**src/fols_pkg.sv**
```systemverilog
// Package: shared types, microprogram table and scaled-multiply helper for the shelving filter.
`default_nettype none

package fols_pkg;

    // Product scaling: shift right by 32, then left by MultK with saturation
    localparam int MultShift = 0;
    localparam int MultK     = MultShift + 1;

    // Datapath widths
    localparam int DataW = 32;
    localparam int ProdW = 2 * DataW;
    localparam int StepW = 3;

    // Multiplier B operand selects
    localparam logic [1:0] BSEL_MEM = 2'd0;
    localparam logic [1:0] BSEL_N   = 2'd1;
    localparam logic [1:0] BSEL_T   = 2'd2;

    // ALU operations
    localparam logic [1:0] ALU_NONE  = 2'd0;
    localparam logic [1:0] ALU_SUB_N = 2'd1;
    localparam logic [1:0] ALU_ADD_T = 2'd2;
    localparam logic [1:0] ALU_OUT_Y = 2'd3;

    // Microprogram step numbers
    localparam logic [StepW-1:0] STEP_IDLE  = 3'd0;
    localparam logic [StepW-1:0] STEP_MUL_A = 3'd1;
    localparam logic [StepW-1:0] STEP_SUB_N = 3'd2;
    localparam logic [StepW-1:0] STEP_MUL_B = 3'd3;
    localparam logic [StepW-1:0] STEP_ADD_T = 3'd4;
    localparam logic [StepW-1:0] STEP_MUL_G = 3'd5;
    localparam logic [StepW-1:0] STEP_OUT_Y = 3'd6;

    // Datapath controls
    typedef struct packed {
        logic       load_x;
        logic       mul_en;
        logic       a_gain;
        logic [1:0] b_sel;
        logic [1:0] alu_op;
    } ctrl_t;

    // One control word of the microprogram
    typedef struct packed {
        ctrl_t ctrl;
        logic  wait_in;
        logic  wait_out;
        logic  last;
    } uword_t;

    // Read-only microprogram
    function automatic uword_t ucode(input logic [StepW-1:0] step);
        uword_t w;
        w = '0;
        w.ctrl.b_sel  = BSEL_MEM;
        w.ctrl.alu_op = ALU_NONE;
        case (step)
            STEP_IDLE: begin
                w.ctrl.load_x = 1'b1;
                w.wait_in     = 1'b1;
            end
            STEP_MUL_A: begin
                w.ctrl.mul_en = 1'b1;
                w.ctrl.b_sel  = BSEL_MEM;
            end
            STEP_SUB_N: begin
                w.ctrl.alu_op = ALU_SUB_N;
            end
            STEP_MUL_B: begin
                w.ctrl.mul_en = 1'b1;
                w.ctrl.b_sel  = BSEL_N;
            end
            STEP_ADD_T: begin
                w.ctrl.alu_op = ALU_ADD_T;
            end
            STEP_MUL_G: begin
                w.ctrl.mul_en = 1'b1;
                w.ctrl.a_gain = 1'b1;
                w.ctrl.b_sel  = BSEL_T;
            end
            STEP_OUT_Y: begin
                w.ctrl.alu_op = ALU_OUT_Y;
                w.wait_out    = 1'b1;
                w.last        = 1'b1;
            end
            default: begin
                w.last = 1'b1;
            end
        endcase
        return w;
    endfunction

    // Scaled product: high word, shifted left by MultK, saturated
    function automatic logic [DataW-1:0] scale_sat(input logic [ProdW-1:0] p);
        logic [MultK:0]     top;
        logic [DataW-1:0]   hi;
        logic [DataW-1:0]   res;
        top = p[ProdW-1 -: MultK+1];
        hi  = p[ProdW-1:DataW];
        if (top == '0 || top == '1) begin
            res = hi << MultK;
        end else if (p[ProdW-1]) begin
            res = {1'b1, {(DataW-1){1'b0}}};
        end else begin
            res = {1'b0, {(DataW-1){1'b1}}};
        end
        return res;
    endfunction

endpackage

`default_nettype wire

```
**src/fols_datapath.sv**
```systemverilog
// Datapath: shared multiplier, adder and the filter's working registers.
`default_nettype none

module fols_datapath (
    input  wire logic                     aclk,
    input  wire logic                     aresetn,
    input  wire fols_pkg::ctrl_t          ctrl,
    input  wire logic [fols_pkg::DataW-1:0] coeff,
    input  wire logic [fols_pkg::DataW-1:0] gain,
    input  wire logic [fols_pkg::DataW-1:0] sample,
    output logic      [fols_pkg::DataW-1:0] result
);
    import fols_pkg::*;

    logic [DataW-1:0] x_reg;
    logic [DataW-1:0] mem_reg, mem_next;
    logic [DataW-1:0] n_reg, n_next;
    logic [DataW-1:0] t_reg, t_next;
    logic [DataW-1:0] y_reg, y_next;
    logic [ProdW-1:0] prod_reg;
    logic [DataW-1:0] mul_a, mul_b;
    logic [DataW-1:0] scaled;
    logic [DataW-1:0] half;

    // Operand selection for the shared multiplier
    always_comb begin
        mul_a = ctrl.a_gain ? gain : coeff;
        case (ctrl.b_sel)
            BSEL_MEM: mul_b = mem_reg;
            BSEL_N:   mul_b = n_reg;
            BSEL_T:   mul_b = t_reg;
            default:  mul_b = mem_reg;
        endcase
    end

    // Scaled product and its arithmetic half
    assign scaled = scale_sat(prod_reg);
    assign half   = DataW'($signed(scaled) >>> 1);

    // ALU: wrapping adds and a subtract on the scaled product
    always_comb begin
        mem_next = mem_reg;
        n_next   = n_reg;
        t_next   = t_reg;
        y_next   = y_reg;
        case (ctrl.alu_op)
            ALU_SUB_N: begin
                n_next = x_reg - scaled;
            end
            ALU_ADD_T: begin
                t_next   = x_reg + scaled + mem_reg;
                mem_next = n_reg;
            end
            ALU_OUT_Y: begin
                y_next = x_reg + half;
            end
            default: begin
                n_next = n_reg;
            end
        endcase
    end

    // Allpass state word
    always_ff @(posedge aclk) begin
        if (!aresetn) begin
            mem_reg <= '0;
        end else begin
            mem_reg <= mem_next;
        end
    end

    // Working registers
    always_ff @(posedge aclk) begin
        if (ctrl.load_x) begin
            x_reg <= sample;
        end
        if (ctrl.mul_en) begin
            prod_reg <= ProdW'($signed(mul_a) * $signed(mul_b));
        end
        n_reg <= n_next;
        t_reg <= t_next;
        y_reg <= y_next;
    end

    assign result = y_reg;

endmodule

`default_nettype wire

```
**src/first_order_low_shelving_filter.sv**
```systemverilog
// Top level: first-order low shelving filter with a microcoded sequencer.
//
//  channel  | dir | handshake          | payload
//  ---------+-----+--------------------+-------------------------------
//  s_       | in  | s_tvalid/s_tready  | s_tdata[31:0] = sample_in
//  m_       | out | m_tvalid/m_tready  | m_tdata[31:0] = sample_out
//  apb      | in  | psel/penable/pready| 0x0 allpass_coeff, 0x4 shelf_gain
//
// An item passes through one accept step and six microprogram steps, three of
// which share the single 32x32 multiplier. The result sits in an output register,
// so the next item is accepted while it waits. Step six holds while that register
// is still full. Synchronous active-low reset clears the step counter, the output
// valid, the allpass state and both coefficients.
`default_nettype none

module first_order_low_shelving_filter (
    input  wire logic        aclk,
    input  wire logic        aresetn,
    // input items
    input  wire logic        s_tvalid,
    output logic             s_tready,
    input  wire logic [31:0] s_tdata,   // [31:0] sample_in
    // result items
    output logic             m_tvalid,
    input  wire logic        m_tready,
    output logic      [31:0] m_tdata,   // [31:0] sample_out
    // configuration
    input  wire logic        psel,
    input  wire logic        penable,
    input  wire logic        pwrite,
    input  wire logic [2:0]  paddr,
    input  wire logic [31:0] pwdata,
    output logic      [31:0] prdata,
    output logic             pready
);
    import fols_pkg::*;

    logic [StepW-1:0] step_reg, step_next;
    logic             out_valid_reg, out_valid_next;
    logic [DataW-1:0] coeff_reg;
    logic [DataW-1:0] gain_reg;
    uword_t           uw;
    ctrl_t            ctrl;
    logic             go;
    logic             cfg_wr;

    // Configuration registers
    assign pready = 1'b1;
    assign cfg_wr = psel && penable && pwrite && pready;

    always_ff @(posedge aclk) begin
        if (!aresetn) begin
            coeff_reg <= '0;
            gain_reg  <= '0;
        end else if (cfg_wr) begin
            if (paddr[2]) begin
                gain_reg <= pwdata;
            end else begin
                coeff_reg <= pwdata;
            end
        end
    end

    assign prdata = paddr[2] ? gain_reg : coeff_reg;

    // Sequencer: fetch control word, hold on wait conditions
    assign uw = ucode(step_reg);
    assign go = !(uw.wait_in && !s_tvalid) && !(uw.wait_out && out_valid_reg && !m_tready);

    always_comb begin
        ctrl        = uw.ctrl;
        ctrl.load_x = uw.ctrl.load_x && go;
        ctrl.mul_en = uw.ctrl.mul_en && go;
        if (!go) begin
            ctrl.alu_op = ALU_NONE;
        end
    end

    always_comb begin
        if (!go) begin
            step_next = step_reg;
        end else if (uw.last) begin
            step_next = STEP_IDLE;
        end else begin
            step_next = step_reg + 1'b1;
        end
    end

    // Output valid: set on the final step, cleared when the item is taken
    always_comb begin
        out_valid_next = out_valid_reg;
        if (m_tready) begin
            out_valid_next = 1'b0;
        end
        if (go && uw.wait_out) begin
            out_valid_next = 1'b1;
        end
    end

    always_ff @(posedge aclk) begin
        if (!aresetn) begin
            step_reg      <= STEP_IDLE;
            out_valid_reg <= 1'b0;
        end else begin
            step_reg      <= step_next;
            out_valid_reg <= out_valid_next;
        end
    end

    assign s_tready = uw.wait_in;
    assign m_tvalid = out_valid_reg;

    fols_datapath u_dp (
        .aclk    (aclk),
        .aresetn (aresetn),
        .ctrl    (ctrl),
        .coeff   (coeff_reg),
        .gain    (gain_reg),
        .sample  (s_tdata),
        .result  (m_tdata)
    );

endmodule

`default_nettype wire

```
**config.mk**
```make
export PLATFORM = sky130hd
export DESIGN_NAME = first_order_low_shelving_filter
export DESIGN_NICKNAME = d
export VERILOG_FILES = /design/src/fols_pkg.sv /design/src/fols_datapath.sv /design/src/first_order_low_shelving_filter.sv
export SDC_FILE = /design/constraint.sdc
export NUM_CORES = 2
export LEC_CHECK = 0
export CAP_MARGIN = 20
export CELL_PAD_IN_SITES_DETAIL_PLACEMENT = 1
export CELL_PAD_IN_SITES_GLOBAL_PLACEMENT = 1
export CORE_ASPECT_RATIO = 1.1
export CORE_MARGIN = 2
export CORE_UTILIZATION = 40
export CTS_CLUSTER_SIZE = 24
export DETAILED_ROUTE_END_ITERATION = 7
export DONT_BUFFER_PORTS = 1
export PLACE_DENSITY_LB_ADDON = 0.12
export SLEW_MARGIN = 5
export SYNTH_ARGS = -nofsm -noshare
export SYNTH_HDL_FRONTEND = slang
export SYNTH_SLANG_ARGS = --single-unit
```
**constraint.sdc**
```tcl
create_clock -name aclk -period 13.15 [get_ports aclk]
set_input_delay 0.6575 -clock aclk [delete_from_list [all_inputs] [get_ports aclk]]
set_output_delay 0.6575 -clock aclk [all_outputs]
set_load 0.01 [all_outputs]
```
* Yosys cells after proc, flatten, opt, wreduce, memory -nomap -nowiden *
Index checks and enable logic that the tools add are counted.

storage, ports and cells
  register bits after elaboration = 292
  bits in latches = 0
  RAM bits = 0
  ROM bits = 0
  bits of input ports = 74
  output and inout port bits = 67
  memories = 0

cells by class
  add/subtract/negate cells = 5
  multiply operators = 1
  divide/modulo/power cells = 0
  order comparisons = 0
  eq/ne operators = 12
  shift-type cells = 0
  multiplexer cells = 15
  bitwise operators = 1
  reductions and logical operators = 21

operators by type and width
  cell                                                              number
  32-bit two-way mux                                                4
  32-bit adder                                                      3
  32-bit by 32-bit multiplier with 64-bit output                    1
  32-bit one-hot mux with 2 select lines                            1
  32-bit subtractor                                                 1
  3-bit == test (second input constant)                             3
  1-bit logical AND                                                 9
  2-bit == test (second input constant)                             4
  3-bit by 2-bit == test with 1-bit output (second input constant)  2
  1-bit two-way mux                                                 6
  2-bit one-hot mux with 3 select lines                             1
  6-bit OR reduction                                                1
  2-bit by 1-bit == test with 1-bit output (second input constant)  2
  1-bit zero test                                                   4
  2-bit one-hot mux with 2 select lines                             1
  2-bit AND reduction                                               2
  3-bit by 1-bit adder with 3-bit output (second input constant)    1
  3-bit by 1-bit == test with 1-bit output (second input constant)  1
  3-bit zero test                                                   1
  3-bit two-way mux                                                 1
  3-bit OR reduction                                                1
  2-bit zero test                                                   1
  2-bit two-way mux                                                 1
  2-bit nonzero test                                                1
  other kinds (2)                                                   2

* Longest topological paths before layout *
  depth in word-level cells = 8
  depth in mapped cells = 39
  gate-level depth less buffers = 36

* Hierarchy *
From an unflattened synthesis, not the netlist that was laid out.

second synthesis, totals
  cells, all modules = 5,297
  area, all modules = 49,877.8 um2

by module, submodules not included
  module                           times used  cells each  area each (um2)  seq. area each (um2)
  fols_datapath                    1           4,941       46,766.1         5,445.2
  first_order_low_shelving_filter  1           356         3,111.7          1,361.3

* Worst setup path before layout *
OpenSTA, ideal clock, no wires.

  kind = reg2reg
  from = register step_reg[1]
  to = register u_dp.prod_reg[61], data pin
  setup time = 0.258 ns
  arrival = 9.159 ns
  data required time = 12.892 ns
  path slack = 3.733 ns
  cell stages (with the launch flop) = 38
  buffers on the path = 4
  clock period less this slack = 9.417 ns
  cell sequence = dfxtp_1 -> inv_1 -> ha_1 -> nand2_2 -> clkbuf_1 -> clkbuf_1 -> a31oi_1 -> o21ai_1 -> clkbuf_1 -> nand2_1 -> inv_1 -> fa_1 -> inv_1 -> fa_1 -> inv_1 -> fa_1 -> fa_1 -> inv_1 -> (+2 left out) -> fa_1 -> inv_1 -> fa_1 -> inv_1 -> fa_1 -> ha_1 -> clkbuf_1 -> a21o_1 -> a21o_1 -> a21o_1 -> a21o_1 -> a21oi_1 -> nor2b_1 -> o21ai_0 -> nand2b_1 -> a31o_1 -> a21oi_1 -> xnor2_1

on the way
  longest elaborated chain between the ends = 5

ends and longest elaborated chain
  item                                                                       RTL line                                RTL
  from (decl)                                                                first_order_low_shelving_filter.sv:38   logic [StepW-1:0] step_reg, step_next;
  from (signal assigned)                                                     first_order_low_shelving_filter.sv:105  step_reg <= step_next;
  3-bit == test or 3-bit by 2-bit == test with 1-bit output (tied branches)  fols_pkg.sv:58                          case (step)
  2-bit one-hot mux with 2 select lines                                      fols_pkg.sv:58
  2-bit == test or 2-bit by 1-bit == test with 1-bit output (tied branches)  fols_datapath.sv:28                     case (ctrl.b_sel)
  32-bit one-hot mux with 2 select lines                                     fols_datapath.sv:28
  32-bit by 32-bit multiplier with 64-bit output *                           fols_datapath.sv:78                     prod_reg <= ProdW'($signed(mul_a) * $signed(mul_b));
  to (signal assigned)                                                       fols_datapath.sv:78
  to (decl)                                                                  fols_datapath.sv:20                     logic [ProdW-1:0] prod_reg;

Mark *: on every way between the ends. The rest lies on a longest branch, timed or not.
A chain may end at the register's enable or synchronous reset.

* Final worst setup path *
  from = register step_reg[1]
  to = register u_dp.prod_reg[44], data pin

The elaborated chain is that of the path after synthesis.

==> results.md <==
- Fin cells: a little under 7000
- Post-CTS Repair Setup Buffers: 0
- Data required time of the critical path: 13.48 ns
- Most frequent cell after synthesis: fa_1
- Tot Pwr: between 5 and 6 mW
- Final hold violation count: 0
- # nets final: ~6700
- WS Path Type: reg -> reg
- Post-synthesis cell type count: roughly 80
- DR vias: about 36000
- Metal1 wirelength: between 60000 and 70000 µm
- Hold Path Class: in -> reg
- EDFF count, synth: 160
- Period utilization: 0.878
- Max Slew Vio Count: 0
- Placed Instance Area: roughly 0.052 mm²
- Worst skew pair latency: roughly 0.58 ns
- Cell taking the most area after synthesis: fa_1
- Post-route ant nets: 0
- Synth Register Bits: 260
- Syn. warnings: 0
- CTS buffer count: 34
- Post_cts resized: 0
- Final WS setup: about 1.6 ns
- DIE HEIGHT: roughly 370 µm
- Core box area: 0.123 mm²
- H-tree levels: 2
- IO Port Bufs: 0
- Synth Cell Area: around 0.050 mm²
- Clock sink total: 260
- Max incr delay on CP: 0.88 ns
- Top FF cell, synth: edfxtp_1
- CP Capture Type: flop
- Top cell by count, worst path: fa_1
- Crit-path max FO: 16
- Status: complete, no violations
- Vias per cell: 5.28
- Placer congestion estimate: approximately 0.87
- Share of post-route cells with drive strength above 1: 0.0570
- Clk pin slew, worst setup/hold paths: about 0.080 ns
- Setup TNS: 0 ns
- Cells after DPL: 6790
- Hold buffer count at CTS: 0
- Post-place setup slack: 1.71 ns
- Root buf cell: clkbuf_16
- Critical Path Start Type: flop
- Mean Syn Cell Area: about 9.4 µm²
- Clk_skew: 0.0514 ns
- Number of global-route vias before repair: between 40000 and 50000
- Top layer reached by signal wires: met5
- Fill count: approximately 14000
- Synth area leaders: fa_1 (45%), edfxtp_1 (9.7%), inv_1 (7.9%)
- Row count: roughly 140
- DRT Wirelength: roughly 170000 µm
- CTS tree: yes
- Drt drc: 0
- Routed met2 length: slightly below 90000 µm
- CP arrival: 11.88 ns
- Die area: 0.127 mm²
- Total grt overflow: 0
- Synth top area share: 0.449
- Drt initial violations: 1691
- Gr usage total: 0.278
- Leak: 24.2 nW
- DP HPWL: around 140000 µm
- Final setup vio count: 0
- Worst slew pin tran: between 1 and 1.5 ns
- Met3 WL: around 5900 µm
- Initial core utilization: 0.404
- Total iterations of the first detailed-routing run: 5
- Syn_nets: just under 7000
- Max Cap Viol: 0
- Deepest clock path buffer count: 3
- Unrepaired setup endpoints after global routing: no
- Drt wl/cell: approximately 25 µm
- Sequential area share after synthesis: 0.137
- Overall die width: around 340 µm
- Power Dens Cells: 99.8 mW/mm²
- VDD IR max: approximately 0.16 mV
- Post-synth top cells: fa_1 (1115), inv_1 (1052), nand2_1 (768)
- Area Growth Syn to Fin: 6.87%
- Slowest-stage cell, CP: and2_0
- Max frequency: ~87 MHz
- Synth async-reset ratio: 0
- Reg2reg setup slack: around 1.6 ns
- Final Core Density: 0.431
- Initial antenna violation count: 3
- Synth Instances: 5282
- Tmin final: 11.54 ns
- First-pass GRT wire length: 263000 µm
- Fin area: 0.0532 mm²
- Hold slack: about 0.2 ns
- Slew margin rel.: 0.174
- Largest net degree at the start of global routing: approximately 100
- I/O pin count: 141
## critical path: cells and delay by family, from the launching register on
family / cells / cell delay [ns]
AO/OA/AOI/OAI: 8 / 3.44
adder cells (fa/ha/maj): 10 / 4.83
flip-flops: 1 / 0.41
AND/OR/NAND/NOR: 5 / 1.84
buffers and inverters: 7 / 0.70
XOR/XNOR: 1 / 0.08
## logic make-up (layout without fill, tap and decap cells)
family          count (synthesis)  after routing  share of synthesized area
compound gates                590            590                     0.0790
fa+ha+maj                    1396           1396                      0.519
simple gates                 1532           1532                      0.125
mux                            97             97                     0.0212
other cells                     1              3                  0.0000753
buf+inv                      1282           1207                     0.0970
xor+xnor                      124            124                     0.0218
flops                         260            260                      0.137
## report_power, final
part	switching (mW)	internal, mW	total, mW
logic	1.84	1.24	3.08
clock network	0.382	0.514	0.895
registers	0.113	1.22	1.33
## path summary, 6_finish.rpt
check                     from                 to  cells past startpoint
hold / removal      s_tdata[5]      u_dp.x_reg[5]                      0
setup / recovery   step_reg[1]  u_dp.prod_reg[44]                     31
hold reg to reg   coeff_reg[0]       coeff_reg[0]                      2
setup reg to reg   step_reg[1]  u_dp.prod_reg[44]                     31
## area by class of cell
| class | instances | area (µm²) | area share |
|---|---|---|---|
| Inverter | 1053 | 3950 | 0.0743 |
| Clock inverter | 15 | 131 | 0.00247 |
| Timing Repair Buffer | 94 | 738 | 0.0139 |
| Clock buffer | 45 | 912 | 0.0171 |
| Antenna cell | 2 | 5.00 | 0.0000941 |
| Sequential cell | 260 | 6810 | 0.128 |
| Multi-Input combinational cell | 3740 | 38600 | 0.725 |
| Tap cell | 1644 | 2060 | 0.0387 |
## layout by cell type, fill, tap and decap left out, drive strengths merged, types with 6 or more instances in the layout
cell type,n
nor3,22
o21ai,113
and2,21
a21boi,108
nor3b,16
a22oi,17
nand4,12
nor2b,21
xor2,35
nand2,769
dfxtp,100
a21o,68
nand2b,32
a21oi,126
inv,1057
or2,8
nand3,24
clkinv,10
a211oi,9
fa,1115
xnor2,89
a31oi,20
or3,10
mux2,63
ha,281
mux2i,34
a31o,6
clkbuf,45
buf,94
nor2,567
o31ai,6
o21bai,12
o21a,51
edfxtp,160
and3,17
## routing by layer
| layer | track usage | vias up |
|---|---|---|
| li1 | - | 15900 |
| met1 | 0.341 | 19300 |
| met2 | 0.499 | 729 |
| met3 | 0.0265 | 290 |
| met4 | 0.112 | 4 |
| met5 | 0 | - |
No activity file was read; power rests on OpenSTA's default activity.
